### src/hdl/vrt_pkg.sv
package vrt_pkg;

    // default widths for the top-level parameters
    localparam int CELL_BITS_DEF = 16;
    localparam int FRAC_BITS_DEF = 16;

    // fixed field and datapath widths
    localparam int POS_W    = 32;
    localparam int DIR_W    = 16;
    localparam int OUT_W    = 16;
    localparam int REACH_W  = 10;
    localparam int T_W      = 32;
    localparam int N_AXES   = 3;
    localparam int AXIS_W   = 2;
    localparam int REACH_SHIFT = 16;

    localparam logic [REACH_W-1:0] REACH_RESET = REACH_W'(100);
    localparam logic [AXIS_W-1:0]  AXIS_FIRST  = AXIS_W'(0);
    localparam logic [AXIS_W-1:0]  AXIS_LAST   = AXIS_W'(N_AXES - 1);

    // transaction kinds
    localparam logic KIND_START   = 1'b0;
    localparam logic KIND_ADVANCE = 1'b1;

    // step direction codes, two-bit signed
    localparam logic signed [1:0] SIGN_NONE = 2'sb00;
    localparam logic signed [1:0] SIGN_POS  = 2'sb01;
    localparam logic signed [1:0] SIGN_NEG  = 2'sb11;

    typedef struct packed {
        logic                    kind;
        logic signed [POS_W-1:0] pos_x;
        logic signed [POS_W-1:0] pos_y;
        logic signed [POS_W-1:0] pos_z;
        logic signed [DIR_W-1:0] dir_x;
        logic signed [DIR_W-1:0] dir_y;
        logic signed [DIR_W-1:0] dir_z;
    } cmd_t;

    typedef struct packed {
        logic signed [OUT_W-1:0] cell_x;
        logic signed [OUT_W-1:0] cell_y;
        logic signed [OUT_W-1:0] cell_z;
        logic signed [OUT_W-1:0] prior_x;
        logic signed [OUT_W-1:0] prior_y;
        logic signed [OUT_W-1:0] prior_z;
        logic                    at_end;
    } res_t;

    // shared divider request and response
    typedef struct packed {
        logic             start;
        logic [T_W-1:0]   num;
        logic [DIR_W-1:0] den;
    } div_req_t;

    typedef struct packed {
        logic           done;
        logic [T_W-1:0] quo;
    } div_rsp_t;

    typedef enum logic [2:0] {
        ST_IDLE,
        ST_MUL,
        ST_END,
        ST_DIV_T,
        ST_DIV_S,
        ST_CHECK,
        ST_EMIT
    } seq_state_t;

    // axis with the smallest crossing, a tie goes to the later axis (z over y over x)
    function automatic logic [AXIS_W-1:0] pick_axis(
        input logic [T_W-1:0] t0,
        input logic [T_W-1:0] t1,
        input logic [T_W-1:0] t2
    );
        logic [AXIS_W-1:0] a;
        if (t0 < t1 && t0 < t2)
            a = AXIS_W'(0);
        else if (t1 < t2)
            a = AXIS_W'(1);
        else
            a = AXIS_W'(2);
        return a;
    endfunction

    // saturating add of two crossing times
    function automatic logic [T_W-1:0] sat_add(
        input logic [T_W-1:0] a,
        input logic [T_W-1:0] b
    );
        logic [T_W:0] s;
        s = {1'b0, a} + {1'b0, b};
        return s[T_W] ? {T_W{1'b1}} : s[T_W-1:0];
    endfunction

endpackage

### src/hdl/voxel_ray_traversal_unit.sv
// start transaction: six 32-step passes of the shared restoring divider (crossing
//   and step time per axis) plus a multiply per axis
// advance transaction: cell step, then done check and result load
// one transaction in flight at a time; a result may wait while the next is taken
// reset: cells, end cell, steps and signs cleared, crossings saturated,
//   finished set, ray_reach 100
module voxel_ray_traversal_unit
    import vrt_pkg::*;
#(
    parameter int CELL_BITS = CELL_BITS_DEF,
    parameter int FRAC_BITS = FRAC_BITS_DEF
)
(
    input  logic               clk,
    input  logic               rst_n,
    input  logic               cmd_valid,
    output logic               cmd_ready,
    input  cmd_t               cmd,
    output logic               res_valid,
    input  logic               res_ready,
    output res_t               res,
    input  logic               cfg_valid,
    output logic               cfg_ready,
    input  logic [REACH_W-1:0] cfg_data
);

    localparam int PROD_W    = DIR_W + REACH_W + 1;
    localparam int OFS_W     = PROD_W + FRAC_BITS;
    localparam int E_W       = OFS_W + 1;
    localparam int DIST_W    = FRAC_BITS + 1;
    localparam int NUM_SHIFT = T_W - 1 - FRAC_BITS;

    localparam logic signed [CELL_BITS-1:0] CELL_MAX = {1'b0, {(CELL_BITS-1){1'b1}}};
    localparam logic signed [CELL_BITS-1:0] CELL_MIN = {1'b1, {(CELL_BITS-1){1'b0}}};
    localparam logic signed [E_W-1:0]       END_MAX  = E_W'(CELL_MAX);
    localparam logic signed [E_W-1:0]       END_MIN  = E_W'(CELL_MIN);

    seq_state_t state_reg, state_next;

    logic [REACH_W-1:0] reach_reg, reach_next;
    logic [AXIS_W-1:0]  axis_reg, axis_next;
    logic               finished_reg, finished_next;
    logic               res_valid_reg, res_valid_next;
    res_t               res_reg, res_next;

    logic signed [CELL_BITS-1:0] cur_reg [N_AXES];
    logic signed [CELL_BITS-1:0] cur_next [N_AXES];
    logic signed [CELL_BITS-1:0] prev_reg [N_AXES];
    logic signed [CELL_BITS-1:0] prev_next [N_AXES];
    logic signed [CELL_BITS-1:0] end_reg [N_AXES];
    logic signed [CELL_BITS-1:0] end_next [N_AXES];
    logic [T_W-1:0]              cross_reg [N_AXES];
    logic [T_W-1:0]              cross_next [N_AXES];
    logic [T_W-1:0]              step_reg [N_AXES];
    logic [T_W-1:0]              step_next [N_AXES];
    logic signed [1:0]           sign_reg [N_AXES];
    logic signed [1:0]           sign_next [N_AXES];

    logic signed [POS_W-1:0]  pos_reg [N_AXES];
    logic signed [POS_W-1:0]  pos_next [N_AXES];
    logic signed [DIR_W-1:0]  dir_reg [N_AXES];
    logic signed [DIR_W-1:0]  dir_next [N_AXES];
    logic signed [PROD_W-1:0] prod_reg, prod_next;

    logic signed [POS_W-1:0] pos_in [N_AXES];
    logic signed [DIR_W-1:0] dir_in [N_AXES];

    div_req_t div_req;
    div_rsp_t div_rsp;

    // per-axis operands of the current setup axis
    logic signed [DIR_W-1:0] dir_a;
    logic [DIR_W-1:0]        mag_a;
    logic                    dir_zero;
    logic signed [OFS_W-1:0] ofs;
    logic signed [E_W-1:0]   end_pos;
    logic signed [E_W-1:0]   end_fl;
    logic signed [CELL_BITS-1:0] end_sat;
    logic [FRAC_BITS-1:0]    frac_a;
    logic [DIST_W-1:0]       dist_a;

    // done check on the registered walk state
    logic [AXIS_W-1:0] pa;
    logic              hit_end;
    logic              beyond;
    logic              at_edge;
    logic              done_chk;
    logic              slot_free;

    vrt_div u_div (
        .clk   (clk),
        .rst_n (rst_n),
        .req   (div_req),
        .rsp   (div_rsp)
    );

    assign pos_in[0] = cmd.pos_x;
    assign pos_in[1] = cmd.pos_y;
    assign pos_in[2] = cmd.pos_z;
    assign dir_in[0] = cmd.dir_x;
    assign dir_in[1] = cmd.dir_y;
    assign dir_in[2] = cmd.dir_z;

    // end cell: origin plus direction times reach, floored and saturated
    always_comb
    begin
        dir_a    = dir_reg[axis_reg];
        mag_a    = dir_a[DIR_W-1] ? DIR_W'(-dir_a) : DIR_W'(dir_a);
        dir_zero = (dir_a == '0);
        ofs      = OFS_W'(prod_reg) <<< FRAC_BITS;
        ofs      = ofs >>> (DIR_W - 1);
        end_pos  = E_W'(pos_reg[axis_reg]) + E_W'(ofs);
        end_fl   = end_pos >>> FRAC_BITS;
        if (end_fl > END_MAX)
            end_sat = CELL_MAX;
        else if (end_fl < END_MIN)
            end_sat = CELL_MIN;
        else
            end_sat = end_fl[CELL_BITS-1:0];
        frac_a = pos_reg[axis_reg][FRAC_BITS-1:0];
        if (!dir_a[DIR_W-1])
            dist_a = (DIST_W'(1) << FRAC_BITS) - DIST_W'(frac_a);
        else
            dist_a = DIST_W'(frac_a);
    end

    // done: end cell reached, next crossing past reach, or step leaves cell range
    always_comb
    begin
        pa      = pick_axis(cross_reg[0], cross_reg[1], cross_reg[2]);
        hit_end = (cur_reg[0] == end_reg[0]) && (cur_reg[1] == end_reg[1])
                  && (cur_reg[2] == end_reg[2]);
        beyond  = cross_reg[pa] > (T_W'(reach_reg) << REACH_SHIFT);
        at_edge = ((cur_reg[pa] == CELL_MAX) && (sign_reg[pa] == SIGN_POS))
                  || ((cur_reg[pa] == CELL_MIN) && (sign_reg[pa] == SIGN_NEG));
        done_chk = hit_end || beyond || at_edge;
    end

    assign slot_free = !res_valid_reg || res_ready;

    // sequencer next state
    always_comb
    begin
        state_next = state_reg;
        unique case (state_reg)
            ST_IDLE:
            begin
                if (cmd_valid)
                begin
                    if (cmd.kind == KIND_START)
                        state_next = ST_MUL;
                    else if (finished_reg)
                        state_next = ST_EMIT;
                    else
                        state_next = ST_CHECK;
                end
            end
            ST_MUL:
                state_next = ST_END;
            ST_END:
                state_next = ST_DIV_T;
            ST_DIV_T:
            begin
                if (div_rsp.done)
                    state_next = ST_DIV_S;
            end
            ST_DIV_S:
            begin
                if (div_rsp.done)
                    state_next = (axis_reg == AXIS_LAST) ? ST_CHECK : ST_MUL;
            end
            ST_CHECK, ST_EMIT:
            begin
                if (slot_free)
                    state_next = ST_IDLE;
            end
            default:
                state_next = ST_IDLE;
        endcase
    end

    // datapath and result register updates
    always_comb
    begin
        reach_next     = reach_reg;
        axis_next      = axis_reg;
        finished_next  = finished_reg;
        res_valid_next = res_valid_reg && !res_ready;
        res_next       = res_reg;
        cur_next       = cur_reg;
        prev_next      = prev_reg;
        end_next       = end_reg;
        cross_next     = cross_reg;
        step_next      = step_reg;
        sign_next      = sign_reg;
        pos_next       = pos_reg;
        dir_next       = dir_reg;
        prod_next      = prod_reg;
        div_req        = '0;

        if (cfg_valid)
            reach_next = cfg_data;

        unique case (state_reg)
            ST_IDLE:
            begin
                if (cmd_valid)
                begin
                    if (cmd.kind == KIND_START)
                    begin
                        pos_next  = pos_in;
                        dir_next  = dir_in;
                        axis_next = AXIS_FIRST;
                        for (int i = 0; i < N_AXES; i++)
                        begin
                            cur_next[i]  = CELL_BITS'(pos_in[i] >>> FRAC_BITS);
                            prev_next[i] = CELL_BITS'(pos_in[i] >>> FRAC_BITS);
                        end
                    end
                    else if (!finished_reg)
                    begin
                        prev_next      = cur_reg;
                        cur_next[pa]   = cur_reg[pa] + CELL_BITS'(sign_reg[pa]);
                        cross_next[pa] = sat_add(cross_reg[pa], step_reg[pa]);
                    end
                end
            end
            ST_MUL:
                prod_next = PROD_W'(dir_a) * PROD_W'(signed'({1'b0, reach_reg}));
            ST_END:
            begin
                end_next[axis_reg] = end_sat;
                div_req.start = 1'b1;
                div_req.num   = T_W'(dist_a) << NUM_SHIFT;
                div_req.den   = mag_a;
            end
            ST_DIV_T:
            begin
                if (div_rsp.done)
                begin
                    cross_next[axis_reg] = dir_zero ? {T_W{1'b1}} : div_rsp.quo;
                    div_req.start = 1'b1;
                    div_req.num   = T_W'(1) << (T_W - 1);
                    div_req.den   = mag_a;
                end
            end
            ST_DIV_S:
            begin
                if (div_rsp.done)
                begin
                    step_next[axis_reg] = dir_zero ? '0 : div_rsp.quo;
                    if (dir_zero)
                        sign_next[axis_reg] = SIGN_NONE;
                    else if (dir_a[DIR_W-1])
                        sign_next[axis_reg] = SIGN_NEG;
                    else
                        sign_next[axis_reg] = SIGN_POS;
                    if (axis_reg != AXIS_LAST)
                        axis_next = axis_reg + AXIS_W'(1);
                end
            end
            ST_CHECK, ST_EMIT:
            begin
                if (slot_free)
                begin
                    res_valid_next   = 1'b1;
                    res_next.cell_x  = OUT_W'(cur_reg[0]);
                    res_next.cell_y  = OUT_W'(cur_reg[1]);
                    res_next.cell_z  = OUT_W'(cur_reg[2]);
                    res_next.prior_x = OUT_W'(prev_reg[0]);
                    res_next.prior_y = OUT_W'(prev_reg[1]);
                    res_next.prior_z = OUT_W'(prev_reg[2]);
                    if (state_reg == ST_CHECK)
                    begin
                        finished_next   = done_chk;
                        res_next.at_end = done_chk;
                    end
                    else
                    begin
                        res_next.at_end = 1'b1;
                    end
                end
            end
            default:
            begin
                res_valid_next = res_valid_reg && !res_ready;
            end
        endcase
    end

    // control and walk state
    always_ff @(posedge clk or negedge rst_n)
    begin
        if (!rst_n)
        begin
            state_reg     <= ST_IDLE;
            reach_reg     <= REACH_RESET;
            axis_reg      <= AXIS_FIRST;
            finished_reg  <= 1'b1;
            res_valid_reg <= 1'b0;
            for (int i = 0; i < N_AXES; i++)
            begin
                cur_reg[i]   <= '0;
                prev_reg[i]  <= '0;
                end_reg[i]   <= '0;
                cross_reg[i] <= {T_W{1'b1}};
                step_reg[i]  <= '0;
                sign_reg[i]  <= SIGN_NONE;
            end
        end
        else
        begin
            state_reg     <= state_next;
            reach_reg     <= reach_next;
            axis_reg      <= axis_next;
            finished_reg  <= finished_next;
            res_valid_reg <= res_valid_next;
            cur_reg       <= cur_next;
            prev_reg      <= prev_next;
            end_reg       <= end_next;
            cross_reg     <= cross_next;
            step_reg      <= step_next;
            sign_reg      <= sign_next;
        end
    end

    // ray operands and result payload
    always_ff @(posedge clk)
    begin
        pos_reg  <= pos_next;
        dir_reg  <= dir_next;
        prod_reg <= prod_next;
        res_reg  <= res_next;
    end

    assign cmd_ready = (state_reg == ST_IDLE);
    assign cfg_ready = 1'b1;
    assign res_valid = res_valid_reg;
    assign res       = res_reg;

    // a step moves the walk along one axis at most
    assert property (@(posedge clk) disable iff (!rst_n)
        $countones({cur_reg[0] != prev_reg[0], cur_reg[1] != prev_reg[1],
                    cur_reg[2] != prev_reg[2]}) <= 1)
        else $error("current and previous cell differ on more than one axis");

    // the divider only finishes while the sequencer waits on it
    assert property (@(posedge clk) disable iff (!rst_n)
        div_rsp.done |-> (state_reg == ST_DIV_T || state_reg == ST_DIV_S))
        else $error("divider result outside a divide wait state");

    // an advance on a finished walk only repeats the result
    assert property (@(posedge clk) disable iff (!rst_n)
        (cmd_valid && cmd_ready && cmd.kind == KIND_ADVANCE && finished_reg)
        |=> (state_reg == ST_EMIT && $stable(cur_reg[0]) && $stable(cur_reg[1])
             && $stable(cur_reg[2])))
        else $error("finished walk changed on advance");

endmodule

### src/hdl/vrt_div.sv
module vrt_div
    import vrt_pkg::*;
(
    input  logic     clk,
    input  logic     rst_n,
    input  div_req_t req,
    output div_rsp_t rsp
);

    localparam int CNT_W = $clog2(T_W);
    localparam logic [CNT_W-1:0] CNT_LAST = CNT_W'(T_W - 1);

    logic             busy_reg, busy_next;
    logic             done_reg, done_next;
    logic [CNT_W-1:0] cnt_reg, cnt_next;
    logic [T_W-1:0]   quo_reg, quo_next;
    logic [DIR_W-1:0] rem_reg, rem_next;
    logic [DIR_W-1:0] den_reg, den_next;
    logic [DIR_W:0]   trial;
    logic [DIR_W:0]   diff;

    // one restoring step per cycle, quotient bits shift in behind the dividend
    assign trial = {rem_reg, quo_reg[T_W-1]};
    assign diff  = trial - {1'b0, den_reg};

    always_comb
    begin
        busy_next = busy_reg;
        done_next = 1'b0;
        cnt_next  = cnt_reg;
        quo_next  = quo_reg;
        rem_next  = rem_reg;
        den_next  = den_reg;
        if (req.start)
        begin
            busy_next = 1'b1;
            cnt_next  = '0;
            quo_next  = req.num;
            rem_next  = '0;
            den_next  = req.den;
        end
        else if (busy_reg)
        begin
            if (trial >= {1'b0, den_reg})
            begin
                rem_next = diff[DIR_W-1:0];
                quo_next = {quo_reg[T_W-2:0], 1'b1};
            end
            else
            begin
                rem_next = trial[DIR_W-1:0];
                quo_next = {quo_reg[T_W-2:0], 1'b0};
            end
            cnt_next = cnt_reg + CNT_W'(1);
            if (cnt_reg == CNT_LAST)
            begin
                busy_next = 1'b0;
                done_next = 1'b1;
            end
        end
    end

    // control state
    always_ff @(posedge clk or negedge rst_n)
    begin
        if (!rst_n)
        begin
            busy_reg <= 1'b0;
            done_reg <= 1'b0;
            cnt_reg  <= '0;
        end
        else
        begin
            busy_reg <= busy_next;
            done_reg <= done_next;
            cnt_reg  <= cnt_next;
        end
    end

    // operands
    always_ff @(posedge clk)
    begin
        quo_reg <= quo_next;
        rem_reg <= rem_next;
        den_reg <= den_next;
    end

    assign rsp.done = done_reg;
    assign rsp.quo  = quo_reg;

endmodule
### config.mk
export PLATFORM = sky130hd
export DESIGN_NAME = voxel_ray_traversal_unit
export DESIGN_NICKNAME = d
export VERILOG_FILES = /design/src/hdl/vrt_pkg.sv /design/src/hdl/voxel_ray_traversal_unit.sv /design/src/hdl/vrt_div.sv
export SDC_FILE = /design/constraint.sdc
export NUM_CORES = 2
export LEC_CHECK = 0
export BUFFER_PORTS_ARGS = -buffer_cell sky130_fd_sc_hd__buf_2
export CAP_MARGIN = 20
export CORE_UTILIZATION = 44
export DETAILED_ROUTE_END_ITERATION = 10
export PLACE_DENSITY_LB_ADDON = 0.12
export RECOVER_POWER = 50
export SLEW_MARGIN = 0
export SYNTH_ARGS = -nofsm -noshare
export SYNTH_HDL_FRONTEND = slang
export SYNTH_SLANG_ARGS = --single-unit
### constraint.sdc
create_clock -name clk -period 7.4 [get_ports clk]
set_input_delay 1.48 -clock clk [delete_from_list [all_inputs] [get_ports clk]]
set_output_delay 1.48 -clock clk [all_outputs]
set_load 0.01 [all_outputs]
=== After elaboration in Yosys (flattened, before gate mapping) ===
Cells that the tools add are included.
Widths: inputs -> output; s select.

* $add $sub $neg: 8
* Multipliers: 1
* Magnitude comparators: 11
* Equality and inequality tests: 25
* Mux-type cells: 82
* Bitwise operators: 9
* Reductions and logical operators: 28

{| class="wikitable"
|+ Operators with widths
! kind !! count
|-
| $mux 32 || 13
|-
| $mux 96 || 4
|-
| $bwmux 96 || 3
|-
| $bmux 32 s2 || 3
|-
| $mux 48 || 4
|-
| $pmux 96 s2 || 1
|-
| $mux 16 || 10
|-
| $demux 32 s2 || 2
|-
| $pmux 49 s2 || 1
|-
| $bwmux 48 || 2
|-
| $lt 32x32->1 || 3
|-
| $bmux 16 s2 || 2
|-
| $demux 16 s2 || 2
|-
| $mux 49 || 1
|-
| $eq 16x16->1 || 3
|-
| $add 32x28->33 || 1
|-
| $add 32x32->33 || 1
|-
| $eq 16x16->1 const B || 2
|-
| $gt 32x26->1 || 1
|-
| $mul 16x11->27 || 1
|-
| $mux 2 || 10
|-
| $mux 3 || 6
|-
| $pmux 3 s6 || 1
|-
| $ge 17x16->1 || 1
|-
| 44 further kinds || 86
|}

* Bits in registers: 698
* Bits of input ports: 160
* Output and inout port bits: 100
* Logic and storage cells: 207

=== Logic depth before layout (Yosys ltp) ===
* Word-level depth: 14
* Gate-level depth with buffers: 30
* Mapped depth without buffers: 25

=== Modules after synthesis ===
Synthesis repeated with hierarchy kept, for this count alone.

* Cell total of the unflattened synthesis: 4465
* Area, all modules: 43516.7 µm²

{| class="wikitable"
|+ By module, submodules not included
! module !! times used !! cells each !! area each (µm²) !! seq. area each (µm²)
|-
| voxel_ray_traversal_unit || 1 || 4145 || 39770.6 || 17156.5
|-
| vrt_div || 1 || 320 || 3746.1 || 1936.9
|}

=== Worst setup path before layout ===
No wires, ideal clock.

* Kind: flip-flop to flip-flop
* Start: register axis_reg[0]
* End: register prod_reg[26] (data pin)
* Library setup time: 0.260 ns
* Arrival: 6.871 ns
* Required time: 7.140 ns
* Setup slack: 0.269 ns
* Cell stages (with the launch flop): 29
* Buffers on the path: 7
* Period minus slack after synthesis: 7.131 ns
* Path through: dfrtp_1 buf_2 nor2b_1 buf_2 buf_1 buf_1 clkbuf_1 a21oi_1 clkbuf_1 buf_1 nor2_1 fa_1 fa_1 fa_1 fa_1 inv_1 fa_1 inv_1 ha_1 and4_1 nor2b_1 or3_1 a21oi_1 a21boi_0 o21a_1 nor2_1 o21bai_1 a21oi_1 xnor2_1

* Cells in the longest elaborated chain, start to end: 5

{| class="wikitable"
|+ RTL lines
! element !! RTL line !! source
|-
| start: declaration || voxel_ray_traversal_unit.sv:41 || <nowiki>logic [AXIS_W-1:0] axis_reg, axis_next;</nowiki>
|-
| start signal: assignment || voxel_ray_traversal_unit.sv:315 || <nowiki>axis_reg <= axis_next;</nowiki>
|-
| $not 2->3 (not written as such) || voxel_ray_traversal_unit.sv:107 || <nowiki>dir_a = dir_reg[axis_reg];</nowiki>
|-
| $bmux 16 s2 || voxel_ray_traversal_unit.sv:107 ||
|-
| $mux 16 (not written as such) (2 in series) || voxel_ray_traversal_unit.sv:107 ||
|-
| $mul 16x11->27 || voxel_ray_traversal_unit.sv:229 || <nowiki>prod_next = PROD_W'(dir_a) * PROD_W'(signed'({1'b0, reach_reg}));</nowiki>
|-
| end signal: assignment || voxel_ray_traversal_unit.sv:332 || <nowiki>prod_reg <= prod_next;</nowiki>
|-
| end: declaration || voxel_ray_traversal_unit.sv:63 || <nowiki>logic signed [PROD_W-1:0] prod_reg, prod_next;</nowiki>
|}

Every way passes these cells. The select of a mux whose other input is x is not followed.
A chain may end at the register's enable or synchronous reset.

=== Final worst setup path ===
Same ends and word-level chain as after synthesis.

==> impl_metrics.tcl <==
set metrics [dict create \
    clock_path_buffers 3 \
    finalSetupViolCount 0 \
    grt_overflow 0 \
    yosys.area_share.simple_pct 12.7 \
    root_buffer "clkbuf_16" \
    wl_per_cell_um 22.5 \
    synth_mux_area_share_pct 3.36 \
    max_cap_violations 4 \
    slew_headroom_pct -236 \
    gr-usage-all-layers_pct 26.7 \
    via_per_inst 5.63 \
    clk_latency_ps 680 \
    finalWirelength_mm 131 \
    yosys_warnings 0 \
    worst_pin_slew_ps 5050 \
    r2r_slack_ps 410 \
    run_status "complete, but fails checks" \
    drive_above_1_share_pct 11.5 \
    synth_area_leaders "edfxtp_1 (22%), dfrtp_1 (16%), ha_1 (7.8%), fa_1 (7.0%), dfstp_2 (6.2%)" \
    cts_setup_buffers 0 \
    synth_commonest_cells "nand2_1 (606), o21ai_0 (416), inv_1 (321)" \
    core-area_mm2 0.0952 \
    die_w_um 312 \
    grt_pass1_vias 31700 \
    grt_start_max_net_pins 140 \
    syn_avg_cell_area_um2 9.90 \
    min_delay_worst_endpoint "res[26]" \
    antenna_left 0 \
    synth_edf_count 316 \
    path_class "flip-flop to flip-flop" \
    firstDrtPassIters 5 \
    max_freq_mhz 143 \
    numCtsBuffers 81 \
    gp_congestion 0.908 \
    clkSinkCount 698 \
    synth_top_area_share_pct 22.4 \
    dieArea_mm2 0.0976 \
    rr_worst_depth 24 \
    critPathArrivalTime_ps 7370 \
    hp-class "flip-flop to flip-flop" \
    r2r-start "axis_reg[0]" \
    initial_core_util_pct 44.5 \
    violations "capacitance limit, slew limit" \
    hpwl_mm 95.7 \
    num_vias 32900 \
    required_ps 7780 \
    finClkSkew_ps 35.2 \
    synth_nets 4855 \
    async_flop_share_pct 52.4 \
    antenna_found_initial 1 \
    start_kind "flip-flop" \
    fp.dieH_um 312 \
    synth-seq-cells 698 \
    tns_ps 0 \
    drc 0 \
    hold_violations 0 \
    synth_top_family_by_area "compound AO/OA/AOI/OAI gates" \
    rows 113 \
    ys_seq_area_share_pct 45.1 \
    hp-start "prev_reg[25]" \
    ys_types 86 \
    cts_tree "done" \
    synthXorXnorAreaFrac_pct 3.35 \
    cts_max_level 3 \
    clk_pin_slew_worst_paths_ps 60 \
    port_buffers 258 \
    worstSetupEndpointType "flip-flop" \
    yosys.area_share.adder_pct 14.8 \
    syn_inst 4283 \
    hold_depth 0 \
    crit_path_start "axis_reg[0]" \
    timing.rr.end "prod_reg[26]" \
    drt_iter0_drc 3082 \
    synth_ff_type "edfxtp_1" \
    fin_crit_sh_pct 94.5 \
    synth_top_area_cell "edfxtp_1" \
    synth_compound_area_share_pct 15.9 \
    area_delta_synth_final_pct 13.2 \
    critical_path.max_fanout 23 \
    rsz0062_at_grt "no" \
    largest_register_ffs 97 \
    nNetsFinal 5080 \
    yosysMostFrequentCell "nand2_1" \
    final_period_minus_worst_setup_slack_ps 6990 \
    grt_pass1_wl_mm 198 \
    maxSlewViolCount 189 \
    synth_area_mm2 0.0424 \
    io_pins 260 \
]
==> layout make-up <==
class                           instances  area, um^2
Fill cell                            8871       47200
Multi-Input combinational cell       3046       21400
Sequential cell                       698       19100
Clock buffer                          105        2150
Timing Repair Buffer                  357        2030
Tap cell                             1265        1580
Inverter                              324        1220
Clock inverter                         47         519
Antenna cell                            1        2.50
==> metal layers <==
layer  track usage [%]  wire length (um)  vias to the layer above
li1                  -                 -                    15500
met1              39.5             60700                    16000
met3              4.53              9780                      166
met5                 0                 0                        -
met2              40.5             58100                     1221
met4              6.83              2780                        0
==> through the flow <==
step	std cells	cell area, um^2	worst slack, ps	utilization [%]	hold slack [ps]
2_1_floorplan	4283	42400	269	-	423
3_3_place_gp	5682	45300	403	47.6	430
3_5_place_dp	5683	45300	379	47.6	431
4_1_cts	5835	48000	369	50.4	445
5_1_grt	5842	48000	66.7	50.4	450
6_report	5843	48000	408	50.4	446
==> placed cells by master (no fill, tap or decap), types with 96 or more instances in the layout <==
| cell type | n |
|---|---|
| mux2i_1 | 135 |
| xnor2_1 | 120 |
| dfrtp_1 | 264 |
| nor2_1 | 250 |
| buf_2 | 153 |
| a21oi_1 | 247 |
| edfxtp_1 | 316 |
| ha_1 | 264 |
| nand2_1 | 603 |
| o21ai_0 | 408 |
| clkbuf_1 | 128 |
| fa_1 | 148 |
| dfstp_2 | 100 |
| inv_1 | 320 |
| o22ai_1 | 96 |
==> kinds of logic (layout without fill, tap and decap cells) <==
family,Yosys count,count (layout)
compound gates,1126,1126
xor+xnor,162,162
fa+ha+maj,412,412
buf+inv,540,833
flops,698,698
mux,141,141
other cells,1,2
simple gates,1203,1204
==> worst max-delay path by stage <==
stage                     cells past startpoint  slack (ps)      endpoint
final                                        24         410  prod_reg[26]
after global routing                         21          70  prod_reg[25]
after CTS                                    23         370  prod_reg[26]
after detailed placement                     23         380  prod_reg[26]
after global placement                       21         400  prod_reg[26]
after floorplan                              28         270  prod_reg[26]
==> timing repair <==
| action | CTS | global route |
|---|---|---|
| resized for setup | 0 | 4 |
| endpoints found under the setup margin | 0 | 2 |
| hold buffers | 0 | 0 |
==> critical path, cell delays in order, from the launching register on <==
cell      delay [ps]
dfrtp_4          550
buf_4            400
mux2i_1          130
o21ai_1          820
nand2_1          170
fa_1             510
fa_1             560
inv_1             50
fa_1             470
inv_1             50
fa_1             470
inv_1             50
fa_1             430
ha_1             360
a21o_1           180
a21oi_1          140
nor2b_1           70
or3_1            360
a21oi_1          180
a21boi_0         100
o21a_1           170
nor2_1           140
o21bai_1          80
a21oi_1          180
xnor2_1           90
Power is not shown: default switching activity piles up to over one toggle a cycle in this logic, so the estimate is an artifact.
